[src/rtl/lsom_pkg.sv]
`timescale 1ns / 1ps
`default_nettype none
package lsom_pkg;

  localparam int LAYERS_DEF = 256;

  localparam logic [2:0] OP_ALLOC   = 3'd0;
  localparam logic [2:0] OP_SIZE    = 3'd1;
  localparam logic [2:0] OP_HEIGHT  = 3'd2;
  localparam logic [2:0] OP_SLIDE   = 3'd3;
  localparam logic [2:0] OP_FREE    = 3'd4;
  localparam logic [2:0] OP_REFRESH = 3'd5;

  typedef enum logic [1:0] {
    SEL_STATUS,
    SEL_AREA_OLD,
    SEL_AREA_NEW,
    SEL_REFRESH
  } sel_t;

  typedef enum logic [1:0] {
    MD_DOWN_VIS,
    MD_HIDE,
    MD_UP_VIS,
    MD_SHOW
  } mode_t;

  typedef struct packed {
    logic latch;
    logic rd;
    logic hgt_wr;
    logic loop_init;
    logic mv_rd;
    logic mv_wr;
    logic loop_fin;
    logic pos_wr;
    logic size_wr;
    logic use_set;
    logic use_clr;
    logic cnt_clr;
    logic cnt_inc;
    logic alloc_fail;
    logic load;
    logic last;
    sel_t sel;
  } cmd_t;

  typedef struct packed {
    logic [2:0] op;
    logic       valid_id;
    logic       vis;
    logic       changed;
    logic       more;
    logic       cnt_free;
    logic       cnt_end;
    logic       out_full;
  } sts_t;

endpackage
`default_nettype wire

[src/rtl/lsom_ctrl.sv]
`timescale 1ns / 1ps
`default_nettype none
module lsom_ctrl
  import lsom_pkg::*;
(
  input  wire logic clk,
  input  wire logic rst_n,
  input  wire logic in_valid,
  output logic      in_ready,
  input  wire sts_t sts,
  output cmd_t      cmd
);

  typedef enum logic [11:0] {
    S_IDLE    = 12'b000000000001,
    S_ALLOC   = 12'b000000000010,
    S_RD      = 12'b000000000100,
    S_DEC     = 12'b000000001000,
    S_MV_RD   = 12'b000000010000,
    S_MV_WR   = 12'b000000100000,
    S_MV_END  = 12'b000001000000,
    S_EM_AREA = 12'b000010000000,
    S_EM_OLD  = 12'b000100000000,
    S_EM_NEW  = 12'b001000000000,
    S_EM_REF  = 12'b010000000000,
    S_ST      = 12'b100000000000
  } state_t;

  state_t state_r, state_nxt;

  always_ff @(posedge clk) begin
    if (!rst_n) begin
      state_r <= S_IDLE;
    end else begin
      state_r <= state_nxt;
    end
  end

  assign in_ready = (state_r == S_IDLE);

  always_comb begin
    state_nxt = state_r;
    cmd = '0;
    cmd.sel = SEL_STATUS;
    case (state_r)
      S_IDLE: begin
        if (in_valid) begin
          cmd.latch = 1'b1;
          cmd.cnt_clr = 1'b1;
          state_nxt = S_RD;
        end
      end
      S_RD: begin
        cmd.rd = 1'b1;
        state_nxt = (sts.op == OP_ALLOC) ? S_ALLOC : S_DEC;
      end
      S_ALLOC: begin
        if (sts.cnt_free) begin
          cmd.use_set = 1'b1;
          state_nxt = S_ST;
        end else if (sts.cnt_end) begin
          cmd.alloc_fail = 1'b1;
          state_nxt = S_ST;
        end else begin
          cmd.cnt_inc = 1'b1;
        end
      end
      S_DEC: begin
        state_nxt = S_ST;
        if (sts.valid_id) begin
          case (sts.op)
            OP_SIZE: cmd.size_wr = 1'b1;
            OP_HEIGHT: begin
              if (sts.changed) begin
                cmd.hgt_wr = 1'b1;
                cmd.loop_init = 1'b1;
                state_nxt = S_MV_RD;
              end
            end
            OP_FREE: begin
              cmd.use_clr = 1'b1;
              if (sts.vis) begin
                cmd.hgt_wr = 1'b1;
                cmd.loop_init = 1'b1;
                state_nxt = S_MV_RD;
              end
            end
            OP_SLIDE: begin
              if (sts.vis) begin
                state_nxt = S_EM_OLD;
              end else begin
                cmd.pos_wr = 1'b1;
              end
            end
            OP_REFRESH: begin
              if (sts.vis) state_nxt = S_EM_REF;
            end
            default: state_nxt = S_ST;
          endcase
        end
      end
      S_MV_RD: begin
        if (sts.more) begin
          cmd.mv_rd = 1'b1;
          state_nxt = S_MV_WR;
        end else begin
          state_nxt = S_MV_END;
        end
      end
      S_MV_WR: begin
        cmd.mv_wr = 1'b1;
        state_nxt = S_MV_RD;
      end
      S_MV_END: begin
        cmd.loop_fin = 1'b1;
        state_nxt = S_EM_AREA;
      end
      S_EM_AREA: begin
        if (!sts.out_full) begin
          cmd.load = 1'b1;
          cmd.last = 1'b1;
          cmd.sel = SEL_AREA_OLD;
          state_nxt = S_IDLE;
        end
      end
      S_EM_OLD: begin
        if (!sts.out_full) begin
          cmd.load = 1'b1;
          cmd.sel = SEL_AREA_OLD;
          cmd.pos_wr = 1'b1;
          state_nxt = S_EM_NEW;
        end
      end
      S_EM_NEW: begin
        if (!sts.out_full) begin
          cmd.load = 1'b1;
          cmd.last = 1'b1;
          cmd.sel = SEL_AREA_NEW;
          state_nxt = S_IDLE;
        end
      end
      S_EM_REF: begin
        if (!sts.out_full) begin
          cmd.load = 1'b1;
          cmd.last = 1'b1;
          cmd.sel = SEL_REFRESH;
          state_nxt = S_IDLE;
        end
      end
      S_ST: begin
        if (!sts.out_full) begin
          cmd.load = 1'b1;
          cmd.last = 1'b1;
          cmd.sel = SEL_STATUS;
          state_nxt = S_IDLE;
        end
      end
      default: state_nxt = S_IDLE;
    endcase
  end

  // a move write always follows its read
  a_mv_pair: assert property (@(posedge clk) disable iff (!rst_n)
    cmd.mv_wr |-> $past(cmd.mv_rd))
    else $error("move write without read");

  // a new item is only taken with no shift in flight
  a_idle_take: assert property (@(posedge clk) disable iff (!rst_n)
    cmd.latch |-> !cmd.mv_rd && !cmd.mv_wr && !cmd.load)
    else $error("input taken while busy");

  // results are only loaded from emit or status states
  a_load_state: assert property (@(posedge clk) disable iff (!rst_n)
    cmd.load |-> (state_r == S_EM_AREA) || (state_r == S_EM_OLD) ||
                 (state_r == S_EM_NEW) || (state_r == S_EM_REF) || (state_r == S_ST))
    else $error("load outside emit state");

endmodule
`default_nettype wire

[config.mk]
export PLATFORM = sky130hd
export DESIGN_NAME = lsom_ctrl
export DESIGN_NICKNAME = d
export VERILOG_FILES = /design/src/rtl/lsom_pkg.sv /design/src/rtl/lsom_ctrl.sv
export SDC_FILE = /design/constraint.sdc
export NUM_CORES = 1
export LEC_CHECK = 0
export BUFFER_PORTS_ARGS = -buffer_cell sky130_fd_sc_hd__clkbuf_2
export CORE_AREA = 2 2 49 51
export CTS_CLUSTER_SIZE = 10
export DETAILED_ROUTE_END_ITERATION = 8
export DIE_AREA = 0 0 51 53
export PLACE_DENSITY = 0.84
export SETUP_SLACK_MARGIN = 0.2
export SYNTH_ARGS = -nofsm -noshare
export SYNTH_HDL_FRONTEND = slang
export SYNTH_SLANG_ARGS = --single-unit
[constraint.sdc]
create_clock -name clk -period 2.4 [get_ports clk]
set_input_delay 0.48 -clock clk [delete_from_list [all_inputs] [get_ports clk]]
set_output_delay 0.48 -clock clk [all_outputs]
set_load 0.1 [all_outputs]
==> run summary <==
leading cell type in the layout, fill and taps excluded: buf_4
number of flip-flops in the largest register: 12
setup repair after global routing missed its margin: true
Final Max Slew Viols: 0
PnR Total Power: 1.00 mW
CTS tree: done
final cycle utilization of the critical path: 1.05
via count of the first global-routing pass: 1,327
critical-path cell list: or4_4 > nor2_4 > nand2_1 > nor4_4 > buf_12
data arrival time of the critical path: 2030 ps
worst slew pin tran: 582 ps
yosys synthesis warning count: 0
CTS hold repair buffers: 0
number of H-tree levels: 1
proportion of synthesized chip area in sequential cells: 0.230
asr flop ratio synth: 0
estimated wirelength of the detail-placed design: 2600 um
Via Count: 1,354
Clock Pin Slew Worst Setup and Hold Paths: 80 ps
cts bufs inserted: 3
pin count of the biggest net entering global routing: 12
post-synthesis area per instance: 7.91 um^2
# diodes: 0
synth-to-layout area growth: 92.6%
full die area: 2700 um^2
smallest setup slack after layout: -109 ps
antenna violations before repair: 0
global routing usage summed across all routing layers: 0.356
Lkg Pwr: 0.791 nW
worst rel slew slack: 0.609
WL per Instance: 22.1 um
cell type with the largest total area after synthesis: dfxtp_1
critical path capture point type: output pin
std cell rows: 17
power density over the cells: 498 nW/um^2
Post-DRT Antenna Nets: 0
maximum vdd ir drop: 0.000898 V
Seq cells post-synth: 12
detailed-route wire length: 4740 um
Hold Crit Class: in -> reg
register with the most flip-flops: state_r
Detailed Route Iter0 Violations: 83
Final Wtd Congestion: 0.889
critical path launch point type: flip-flop
number of top-level design ports: 32
placed cell area: 1710 um^2
Critical-path top delay cell: or4_4
commonest non-fill, non-tap cells in the layout: 25 x buf_4, 19 x buf_12, 12 x clkbuf_2
final net count: 201
core footprint: 2150 um^2
total area of multi-input combinational cells: 960 um^2
detailed-routing iteration count for the pre-antenna-repair pass: 4
port buffer count: 31
proportion of layout cells with a drive suffix above 1: 0.604
effective utilization at floorplan: 0.486
Post-route DRC: 0
number of maximum-capacitance constraint violations: 0
worst-skew pair later-pin latency: 300 ps
share of the synthesized area in the top cell type: 0.230
nets in the synthesized netlist: 145
clock skew after layout: 1.91 ps
biggest regs: state_r: 12 flops
Finish-stage setup viols: 9
most frequently used flop master after synthesis: dfxtp_1
Die Width: 51 um
netlist area before placement: 1040 um^2
status: finished, violations left
CTS sink cnt: 12
final setup TNS: -444 ps
violated checks: setup timing
register-to-register path setup slack: 250 ps
minimum setup slack after placement: 46.8 ps
Max Fclk: 0.399 GHz
cell area after layout: 2010 um^2
required time reported for the critical path endpoint: 1920 ps
clock root cell: clkbuf_4
number of enable flip-flop cells after synthesis: 0
Netlist cell types: 48
deepest clock path buffer count: 2
post-synthesis cell count: 132
largest cells by area after synthesis: dfxtp_1 23%, nor2b_1 5.4%, nor4_4 4.1%
via density per instance: 6.30
total gr overflow: 0
minimum clock period after layout: 2510 ps
largest driver fanout on the critical path: 3
class of the most critical setup path: reg -> out
fillcell total: 68
final-report hold violation count: 0
largest incremental delay on the critical path: 590 ps
wire length of the first global-routing pass: 6740 um
height of the die: 53 um
Register Area: 251 um^2
-- layer usage --
metal / track usage / up-vias / part of all wire / wire length (um)
met5: 0 / - / 0 / 0
met4: 0.234 / 0 / 0.056 / 266
met3: 0.0650 / 30 / 0.070 / 333
met2: 0.628 / 93 / 0.50 / 2380
met1: 0.390 / 642 / 0.37 / 1760
li1: - / 589 / - / -
-- worst max-delay path: cells and delay by family, from the launching register on --
kind          cells  cell delay (ps)
simple gates      4             1180
flops             1              320
buf+inv           1              220
-- cell families (layout without fill, tap and decap cells) --
kind of cell	count (synthesis)	after routing	synth area share
simple gates	70	70	0.429
compound gates	26	26	0.188
buf+inv	17	72	0.0910
flops	12	12	0.230
xor+xnor	5	5	0.0419
mux	2	2	0.0204
-- report_power, final --
part           switching [mW]  leakage (nW)  internal (mW)
combinational           0.355         0.670          0.246
sequential             0.0163        0.0996          0.207
clock                  0.0839        0.0210         0.0928
-- through the flow --
stage / std cells / hold WS [ps] / util
6_report: 215 / 379 / 0.937
5_1_grt: 215 / 384 / 0.937
4_1_cts: 208 / 385 / 0.890
3_5_place_dp: 190 / 545 / 0.798
3_3_place_gp: 190 / 514 / 0.798
2_1_floorplan: 132 / 546 / -
-- cells in the mapped netlist (2+ instances only) --
cell and number:
a21boi_0 3, a21oi_1 4, a21oi_2 2, and2_1 2
buf_2 4, buf_4 3, buf_6 2, clkbuf_1 2
dfxtp_1 12, inv_1 6, nand2_1 9, nand3_1 6
nand3b_1 2, nand4_1 2, nor2_1 9, nor2b_1 9
nor3_1 7, nor3b_1 2, nor4_1 6, nor4_4 2
nor4b_1 2, o21ai_0 6, or4_4 2, xor2_1 4
-- worst paths after layout --
| path | start | end | cells after the start |
|---|---|---|---|
| worst max-delay path | state_r[2] | cmd[1] | 5 |
| worst min-delay path | sts[3] | state_r[6] | 2 |
| worst max register to register | state_r[8] | state_r[4] | 7 |
| worst min register to register | state_r[10] | state_r[10] | 2 |
-- area by class of cell --
cell class | count | share of cell area
clock buffer | 4 | 0.0180
inverter | 6 | 0.0149
multi-input combinational | 103 | 0.477
sequential | 12 | 0.125
tap | 28 | 0.0174
timing repair buffer | 62 | 0.348
-- timing repair --
action	4_1_cts	5_1_grt
endpoints found under the setup margin	19	19
pin swaps	13	10
gates resized for setup	19	9
setup buffers	14	7
No activity file was read; power rests on OpenSTA's default activity.
